## src/rtl/core/ffba_pkg.sv

```systemverilog
// Shared types, codes and reset constants of the first-fit block allocator.
package ffba_pkg;

  localparam int unsigned DefMaxBlocks   = 64;
  localparam int unsigned DefHeaderBytes = 24;

  localparam logic [31:0] HeapBaseRst  = 32'd4096;
  localparam logic [31:0] HeapLimitRst = 32'd1048576;

  // Request kinds.
  typedef enum logic {
    KIND_ALLOC = 1'b0,
    KIND_FREE  = 1'b1
  } kind_e;

  // Result status codes.
  typedef enum logic [1:0] {
    STAT_OK      = 2'd0,
    STAT_OOM     = 2'd1,
    STAT_ZERO    = 2'd2,
    STAT_UNKNOWN = 2'd3
  } status_e;

  // Configuration register indexes.
  typedef enum logic {
    CFG_HEAP_BASE  = 1'b0,
    CFG_HEAP_LIMIT = 1'b1
  } cfg_idx_e;

  // Sequencer states, one-hot.
  typedef enum logic [2:0] {
    ST_IDLE = 3'b001,
    ST_SCAN = 3'b010,
    ST_DONE = 3'b100
  } state_e;

  // One block table entry as it is kept in the table memory.
  typedef struct packed {
    logic [31:0] start;
    logic [23:0] bytes;
    logic        free;
  } entry_t;

  // One finished result handed from the sequencer to the output register.
  typedef struct packed {
    logic [31:0] addr;
    status_e     status;
  } result_t;

endpackage

```

## src/rtl/core/ffba_ram.sv

```systemverilog
// Generic single-write, single-read memory with a registered read port.
module ffba_ram #(
  parameter int unsigned Width = 8,
  parameter int unsigned Depth = 16
) (
  input  logic                     clk_i,
  input  logic                     we_i,
  input  logic [$clog2(Depth)-1:0] waddr_i,
  input  logic [Width-1:0]         wdata_i,
  input  logic [$clog2(Depth)-1:0] raddr_i,
  output logic [Width-1:0]         rdata_o
);

  logic [Width-1:0] mem_q [Depth];

  always_ff @(posedge clk_i) begin
    if (we_i) begin
      mem_q[waddr_i] <= wdata_i;
    end
    rdata_o <= mem_q[raddr_i];
  end

endmodule

```

## src/rtl/core/ffba_ctrl.sv

```systemverilog
// Sequencer that scans the block table memory and updates it for one request.
module ffba_ctrl #(
  parameter int unsigned MaxBlocks   = ffba_pkg::DefMaxBlocks,
  parameter int unsigned HeaderBytes = ffba_pkg::DefHeaderBytes,
  localparam int unsigned IdxW       = $clog2(MaxBlocks),
  localparam int unsigned CntW       = $clog2(MaxBlocks + 1)
) (
  input  logic                 clk_i,
  input  logic                 rst_ni,
  input  logic                 req_valid_i,
  output logic                 req_stall_o,
  input  logic                 kind_i,
  input  logic [23:0]          request_size_i,
  input  logic [31:0]          user_address_i,
  input  logic                 base_we_i,
  input  logic [31:0]          base_val_i,
  input  logic [31:0]          heap_limit_i,
  output logic                 res_valid_o,
  output ffba_pkg::result_t    res_o,
  input  logic                 res_take_i,
  output logic                 ram_we_o,
  output logic [IdxW-1:0]      ram_waddr_o,
  output ffba_pkg::entry_t     ram_wdata_o,
  output logic [IdxW-1:0]      ram_raddr_o,
  input  ffba_pkg::entry_t     ram_rdata_i
);
  import ffba_pkg::*;

  state_e         state_q, state_d;
  kind_e          kind_q, kind_d;
  logic [23:0]    size_q, size_d;
  logic [31:0]    addr_q, addr_d;
  logic [CntW-1:0] scan_q, scan_d;
  logic           pend_q, pend_d;
  logic [IdxW-1:0] chk_idx_q, chk_idx_d;
  logic [CntW-1:0] blk_cnt_q, blk_cnt_d;
  logic [31:0]    brk_q, brk_d;
  logic [33:0]    end_q, end_d;
  result_t        res_q, res_d;

  logic           hit;
  logic           scan_over;
  logic [31:0]    chk_user;

  assign chk_user  = ram_rdata_i.start + 32'(HeaderBytes);
  assign scan_over = !pend_q && (scan_q >= blk_cnt_q);

  always_comb begin
    if (kind_q == KIND_ALLOC) begin
      hit = pend_q && ram_rdata_i.free && (ram_rdata_i.bytes >= size_q);
    end else begin
      hit = pend_q && (chk_user == addr_q);
    end
  end

  assign req_stall_o = (state_q != ST_IDLE);
  assign res_valid_o = (state_q == ST_DONE);
  assign res_o       = res_q;
  assign ram_raddr_o = scan_q[IdxW-1:0];

  always_comb begin
    state_d     = state_q;
    kind_d      = kind_q;
    size_d      = size_q;
    addr_d      = addr_q;
    scan_d      = scan_q;
    pend_d      = pend_q;
    chk_idx_d   = chk_idx_q;
    blk_cnt_d   = blk_cnt_q;
    brk_d       = brk_q;
    end_d       = end_q;
    res_d       = res_q;
    ram_we_o    = 1'b0;
    ram_waddr_o = chk_idx_q;
    ram_wdata_o = ram_rdata_i;

    if (base_we_i) begin
      brk_d = base_val_i;
    end

    case (state_q)
      ST_IDLE: begin
        if (req_valid_i) begin
          kind_d = kind_e'(kind_i);
          size_d = request_size_i;
          addr_d = user_address_i;
          scan_d = '0;
          pend_d = 1'b0;
          end_d  = {2'b00, brk_q} + 34'(HeaderBytes) + {10'd0, request_size_i};
          if (kind_e'(kind_i) == KIND_ALLOC && request_size_i == 24'd0) begin
            res_d   = '{addr: 32'd0, status: STAT_ZERO};
            state_d = ST_DONE;
          end else if (kind_e'(kind_i) == KIND_FREE && user_address_i == 32'd0) begin
            res_d   = '{addr: 32'd0, status: STAT_OK};
            state_d = ST_DONE;
          end else begin
            state_d = ST_SCAN;
          end
        end
      end
      ST_SCAN: begin
        if (hit) begin
          ram_we_o          = 1'b1;
          ram_waddr_o       = chk_idx_q;
          ram_wdata_o.free  = (kind_q == KIND_FREE);
          if (kind_q == KIND_ALLOC) begin
            res_d = '{addr: chk_user, status: STAT_OK};
          end else begin
            res_d = '{addr: 32'd0, status: STAT_OK};
          end
          state_d = ST_DONE;
        end else if (scan_over) begin
          state_d = ST_DONE;
          if (kind_q == KIND_FREE) begin
            res_d = '{addr: 32'd0, status: STAT_UNKNOWN};
          end else if (blk_cnt_q == CntW'(MaxBlocks) || end_q > {2'b00, heap_limit_i}) begin
            res_d = '{addr: 32'd0, status: STAT_OOM};
          end else begin
            // Append a new block at the break.
            ram_we_o    = 1'b1;
            ram_waddr_o = blk_cnt_q[IdxW-1:0];
            ram_wdata_o = '{start: brk_q, bytes: size_q, free: 1'b0};
            blk_cnt_d   = blk_cnt_q + CntW'(1);
            brk_d       = end_q[31:0];
            res_d       = '{addr: brk_q + 32'(HeaderBytes), status: STAT_OK};
          end
        end else begin
          // Issue the next table read; its data is checked next cycle.
          pend_d    = (scan_q < blk_cnt_q);
          chk_idx_d = scan_q[IdxW-1:0];
          if (scan_q < blk_cnt_q) begin
            scan_d = scan_q + CntW'(1);
          end
        end
      end
      ST_DONE: begin
        pend_d = 1'b0;
        if (res_take_i) begin
          state_d = ST_IDLE;
        end
      end
      default: begin
        state_d = ST_IDLE;
      end
    endcase
  end

  always_ff @(posedge clk_i or negedge rst_ni) begin
    if (!rst_ni) begin
      state_q   <= ST_IDLE;
      pend_q    <= 1'b0;
      blk_cnt_q <= '0;
      brk_q     <= HeapBaseRst;
    end else begin
      state_q   <= state_d;
      pend_q    <= pend_d;
      blk_cnt_q <= blk_cnt_d;
      brk_q     <= brk_d;
    end
  end

  always_ff @(posedge clk_i) begin
    kind_q    <= kind_d;
    size_q    <= size_d;
    addr_q    <= addr_d;
    scan_q    <= scan_d;
    chk_idx_q <= chk_idx_d;
    end_q     <= end_d;
    res_q     <= res_d;
  end

`ifndef SYNTHESIS
  a_cnt_bound: assert property (@(posedge clk_i) disable iff (!rst_ni)
    blk_cnt_q <= CntW'(MaxBlocks))
    else $error("block count exceeds table depth");

  a_we_in_scan: assert property (@(posedge clk_i) disable iff (!rst_ni)
    ram_we_o |-> state_q == ST_SCAN)
    else $error("table written outside a scan");

  a_cnt_step: assert property (@(posedge clk_i) disable iff (!rst_ni)
    ram_we_o |=> (blk_cnt_q == $past(blk_cnt_q)) ||
                 (blk_cnt_q == $past(blk_cnt_q) + CntW'(1)))
    else $error("block count moved by more than one");

  a_write_ends_scan: assert property (@(posedge clk_i) disable iff (!rst_ni)
    ram_we_o |=> state_q == ST_DONE)
    else $error("table write did not finish the request");
`endif

endmodule

```

## src/rtl/core/first_fit_block_allocator.sv

```systemverilog
// Top level of the first-fit block allocator: configuration, table memory and output word.
//
// Usage: a request word enters on in_valid_i/in_stall_o with kind_i (allocate or
// free), request_size_i and user_address_i; it is accepted at a rising edge with
// in_valid_i high and in_stall_o low. Every request gives exactly one result word
// on out_valid_o/out_stall_i with granted_address_o and status_o.
// A zero-size allocate or a null free goes straight to the done state with its result
// registered, and passes on to the output register when that can take a word.
// Any other request scans the block table, one entry per cycle through the table
// memory's single read port, whose read data is registered. One request is worked
// on at a time: the next request is accepted only once the sequencer is idle again.
// The output register holds a finished word while the receiver stalls; the next
// request is accepted meanwhile, and its result waits in the sequencer until the
// output register empties.
// Reset clears the block count, loads the break pointer with the reset heap base
// and sets the heap limit to its reset value. The table memory needs no clearing:
// only entries below the block count are ever used. Configuration writes (heap_base
// also reloads the break) must be made by the user while idle, unchecked by the block.
module first_fit_block_allocator #(
  parameter int unsigned MaxBlocks   = ffba_pkg::DefMaxBlocks,
  parameter int unsigned HeaderBytes = ffba_pkg::DefHeaderBytes
) (
  input  logic        clk_i,
  input  logic        rst_ni,
  input  logic        cfg_we_i,
  input  logic        cfg_index_i,
  input  logic [31:0] cfg_data_i,
  input  logic        in_valid_i,
  output logic        in_stall_o,
  input  logic        kind_i,
  input  logic [23:0] request_size_i,
  input  logic [31:0] user_address_i,
  output logic        out_valid_o,
  input  logic        out_stall_i,
  output logic [31:0] granted_address_o,
  output logic [1:0]  status_o
);
  import ffba_pkg::*;

  localparam int unsigned IdxW = $clog2(MaxBlocks);

  logic [31:0] heap_limit_q, heap_limit_d;
  logic        out_valid_q, out_valid_d;
  result_t     out_q, out_d;

  logic        base_we;
  logic        res_valid;
  logic        res_take;
  result_t     res;

  logic            ram_we;
  logic [IdxW-1:0] ram_waddr;
  logic [IdxW-1:0] ram_raddr;
  entry_t          ram_wdata;
  entry_t          ram_rdata;

  // Configuration decode. A heap_base write only reloads the break pointer.
  assign base_we = cfg_we_i && (cfg_idx_e'(cfg_index_i) == CFG_HEAP_BASE);

  always_comb begin
    heap_limit_d = heap_limit_q;
    if (cfg_we_i && cfg_idx_e'(cfg_index_i) == CFG_HEAP_LIMIT) begin
      heap_limit_d = cfg_data_i;
    end
  end

  // The output register takes a new word when it is empty or being drained.
  assign res_take = !out_valid_q || !out_stall_i;

  always_comb begin
    out_valid_d = out_valid_q;
    out_d       = out_q;
    if (res_valid && res_take) begin
      out_valid_d = 1'b1;
      out_d       = res;
    end else if (!out_stall_i) begin
      out_valid_d = 1'b0;
    end
  end

  always_ff @(posedge clk_i or negedge rst_ni) begin
    if (!rst_ni) begin
      heap_limit_q <= HeapLimitRst;
      out_valid_q  <= 1'b0;
    end else begin
      heap_limit_q <= heap_limit_d;
      out_valid_q  <= out_valid_d;
    end
  end

  always_ff @(posedge clk_i) begin
    out_q <= out_d;
  end

  assign out_valid_o       = out_valid_q;
  assign granted_address_o = out_q.addr;
  assign status_o          = out_q.status;

  ffba_ctrl #(
    .MaxBlocks   (MaxBlocks),
    .HeaderBytes (HeaderBytes)
  ) u_ctrl (
    .clk_i          (clk_i),
    .rst_ni         (rst_ni),
    .req_valid_i    (in_valid_i),
    .req_stall_o    (in_stall_o),
    .kind_i         (kind_i),
    .request_size_i (request_size_i),
    .user_address_i (user_address_i),
    .base_we_i      (base_we),
    .base_val_i     (cfg_data_i),
    .heap_limit_i   (heap_limit_q),
    .res_valid_o    (res_valid),
    .res_o          (res),
    .res_take_i     (res_take),
    .ram_we_o       (ram_we),
    .ram_waddr_o    (ram_waddr),
    .ram_wdata_o    (ram_wdata),
    .ram_raddr_o    (ram_raddr),
    .ram_rdata_i    (ram_rdata)
  );

  // Block table: header address, payload size and free bit per entry.
  ffba_ram #(
    .Width ($bits(entry_t)),
    .Depth (MaxBlocks)
  ) u_table (
    .clk_i   (clk_i),
    .we_i    (ram_we),
    .waddr_i (ram_waddr),
    .wdata_i (ram_wdata),
    .raddr_i (ram_raddr),
    .rdata_o (ram_rdata)
  );

endmodule

```

## config.mk

```make
export PLATFORM = sky130hd
export DESIGN_NAME = first_fit_block_allocator
export DESIGN_NICKNAME = d
export VERILOG_FILES = /design/src/rtl/core/ffba_pkg.sv /design/src/rtl/core/ffba_ram.sv /design/src/rtl/core/ffba_ctrl.sv /design/src/rtl/core/first_fit_block_allocator.sv
export SDC_FILE = /design/constraint.sdc
export NUM_CORES = 2
export LEC_CHECK = 0
export BUFFER_PORTS_ARGS = -buffer_cell sky130_fd_sc_hd__buf_4
export CAP_MARGIN = 20
export CORE_ASPECT_RATIO = 1.25
export CORE_MARGIN = 5
export CORE_UTILIZATION = 50
export DETAILED_ROUTE_END_ITERATION = 10
export HOLD_SLACK_MARGIN = 0.12
export PLACE_DENSITY = 0.63
export SLEW_MARGIN = 40
export SYNTH_ARGS = -nofsm -noshare
export SYNTH_HDL_FRONTEND = slang
export SYNTH_SLANG_ARGS = --single-unit
```

## constraint.sdc

```tcl
create_clock -name clk_i -period 10.3 [get_ports clk_i]
set_input_delay 1.03 -clock clk_i [delete_from_list [all_inputs] [get_ports clk_i]]
set_output_delay 1.03 -clock clk_i [all_outputs]
set_load 0.05 [all_outputs]
```

==> metrics <==
type of element launching the critical path=flip-flop; number of buffers and inverters on the critical path=4; Pre-antenna DRT Iters=5; global-route wire length before repair=575,000 um; Longest Clk Path Bufs=4; setup fix buffers added after clock tree synthesis=0; CTS hold repair buffers=0; fraction of the cycle the final worst path needs=60.0%; Warnings, synthesis=0; Fin Hold WS=195 ps; via density per instance=6.49; DRT iter0 DRCs=9,386; fraction of layout instances using a drive strength above 1=31.5%; overall die width=507 um; area of the core=0.308 sq mm; # DRC=0; Most used DFF post-synth=sky130_fd_sc_hd__edfxtp_1; pwr/cell area=264 mW/mm^2; clock root buffer master=sky130_fd_sc_hd__clkbuf_16; vias in the first global route=74,400; setup tns final=0 ps; library cell with the highest instance count after synthesis=sky130_fd_sc_hd__edfxtp_1; global routing usage summed across all routing layers=25.3%; overall via count from detail_route=74,200; initial standard-cell utilization of the core=50.2%; number of synthesized register bits=3,953; Layout Nets=7,278; peak per-stage delay on the critical path=680 ps; number of antenna violations at the first check in global routing=34; cell type contributing the most total cell area after synthesis=sky130_fd_sc_hd__edfxtp_1; Final Routed Wirelength=407,000 um; post-synth top area share=74.2%; total number of H-tree levels=5; finished layout cell area=0.175 sq mm; max-slew violation count=0; worst slew margin relative to its limit=39.5%; hold crit path type=in2async; setup clock skew after layout=62.8 ps; clock latency on the worst-skew pair=910 ps; Syn Std Cell Area=0.155 sq mm; weighted congestion at the end of routability-driven global placement=0.941; Tmin final=6190 ps; Num Clock Sinks=3,953; Syn Nets=6,850; die area=0.320 sq mm; leakage power figure=55.0 nW; final instance count without filler cells=11,400; top cells by area in the synthesized netlist=sky130_fd_sc_hd__edfxtp_1 (74%), sky130_fd_sc_hd__mux4_2 (17%), sky130_fd_sc_hd__dfrtp_1 (1.2%); number of cell rows=228; share of synthesized area occupied by flip-flops and latches=76.2%; RSZ-0062 raised after global routing=no; Post-synth top cells=sky130_fd_sc_hd__edfxtp_1 (3,820), sky130_fd_sc_hd__mux4_2 (1,197), sky130_fd_sc_hd__clkbuf_1 (228); number of nets with antenna violations after routing=0; slowest cell on the critical path=sky130_fd_sc_hd__nor3_2; kind of critical path=reg2reg; MaxCap Viol Count=0; area post-placement=0.162 sq mm; type of element capturing the critical path=flip-flop; number of instances in the synthesized netlist=6,662; data required time at the worst endpoint=10,820 ps; maximum number of pins on one net before global-route repair=124; measured slew at the worst slew-check pin=908 ps; height of the die=632 um; average cell area after synthesis=23.2 sq um; post-cts sizing count=0; number of setup violations in the final report=0; status=completed; worst endpoint data arrival time=6700 ps; aggregate global routing overflow=0; highest clock frequency the design can meet=162 MHz; share of flip-flops with an asynchronous set or reset after synthesis=1.92%; CTS tree=built; Wirelength per Cell=35.6 um; count of port buffers added during placement=130; number of instances in the placed design=10,700; critical path peak fanout=31; crit path cell chain=inv_1 -> ha_1 -> nand4b_2 -> nor3_2 -> and4_1 -> xnor3_1 -> o2111ai_1 -> nor4b_2 -> nand4_2 -> o21ai_0 -> a32oi_2 -> buf_4 -> nor3_2 -> buf_4 -> buf_4; count of flip-flops with a built-in enable after synthesis=3,820; power consumption=46.0 mW; Most common cell on crit path=sky130_fd_sc_hd__buf_4; number of buffers created by CTS=376; HPWL after detailed placement=239,000 um; P&R area growth vs syn=13.0%; count of cell types in the netlist=87; Hold Vio Cnt, Final=0; Worst IR Drop VDD=202 uV; # IOs=131; largest delay contributor family on the critical path=simple AND/OR/NAND/NOR gates; clock-pin slew of the registers on the worst-case setup and hold paths=70 ps
-- path summary, 6_finish.rpt --
kind | start | to | slack [ps] | cells past startpoint
worst max register to register | u_table.rdata_o[28] | u_table.mem_q[14][34] | 4110 | 15
worst max-delay path | u_table.rdata_o[28] | u_table.mem_q[14][34] | 4110 | 15
max in group asynchronous | rst_ni | u_ctrl.blk_cnt_q[4] | 9650 | 1
worst min register to register | u_ctrl.res_o[22] | granted_address_o[20] | 420 | 0
worst min-delay path | rst_ni | u_ctrl.brk_q[17] | 200 | 1
min in group clk_i | user_address_i[24] | u_ctrl.addr_q[24] | 320 | 1
-- routing by layer --
layer / routed length [um] / global-route usage (%)
met2: 201000 / 41.3
met5: 108 / 0
met3: 35700 / 4.07
met1: 159000 / 36.3
met4: 11600 / 6.56
-- cells by family after synthesis --
family | after synthesis | share of synthesized area, %
AOI/OAI and AO/OA | 267 | 1.14
xor gates and xnor gates | 126 | 0.750
adders and majority gates | 94 | 0.764
buffers and inverters | 430 | 1.10
DFF | 3953 | 76.2
muxes | 1317 | 18.3
other | 1 | 0.00243
and+or+nand+nor | 474 | 1.74
-- flip-flops by register name, summed over array words and instances, names as in the netlist --
signal	cells
u_table.rdata_o	57
out_valid_o	1
heap_limit_q	32
status_o	2
u_ctrl.chk_idx_q	6
u_ctrl.end_q	34
u_ctrl.brk_q	32
u_ctrl.addr_q	32
u_ctrl.size_q	24
u_ctrl.res_o	34
u_ctrl.pend_q	1
u_ctrl.blk_cnt_q	7
granted_address_o	32
u_ctrl.kind_q	1
u_ctrl.scan_q	7
u_table.mem_q	3648
u_ctrl.state_q	3
-- cell type report --
type                    count  area, sq um
clock inverters           203         1980
flip-flops and latches   3953       118000
inverters                  94          355
repair buffers            386         3580
well taps                4025         5040
diodes                      9         22.5
fillers                 22200       133000
multi-input cells        2279        35700
clock buffers             480        10200
-- cells in the final DEF (no fill, tap or decap), types with 69 or more instances in the layout --
| master | count |
|---|---|
| sky130_fd_sc_hd__buf_4 | 314 |
| sky130_fd_sc_hd__clkbuf_1 | 79 |
| sky130_fd_sc_hd__clkbuf_16 | 385 |
| sky130_fd_sc_hd__clkinv_2 | 69 |
| sky130_fd_sc_hd__dfrtp_1 | 73 |
| sky130_fd_sc_hd__edfxtp_1 | 3820 |
| sky130_fd_sc_hd__ha_1 | 92 |
| sky130_fd_sc_hd__inv_1 | 93 |
| sky130_fd_sc_hd__mux2_2 | 69 |
| sky130_fd_sc_hd__mux4_2 | 1197 |
| sky130_fd_sc_hd__nand2_1 | 106 |
| sky130_fd_sc_hd__nor2_1 | 72 |
| sky130_fd_sc_hd__xnor2_1 | 80 |
-- power breakdown --
group | switching, mW | total, mW | internal, mW
logic | 7.24 | 11.2 | 3.92
registers | 0.628 | 21.2 | 20.5
clock network | 5.84 | 13.7 | 7.87
-- through the flow --
stage                     setup slack (ps)  util [%]
after detailed placement              4150      52.6
after floorplan                       2080         -
after global routing                  3820      56.7
after global placement                3690      52.4
after CTS                             4120      56.6
final                                 4110      56.7
Note: power is estimated with default switching activity, not from simulation.
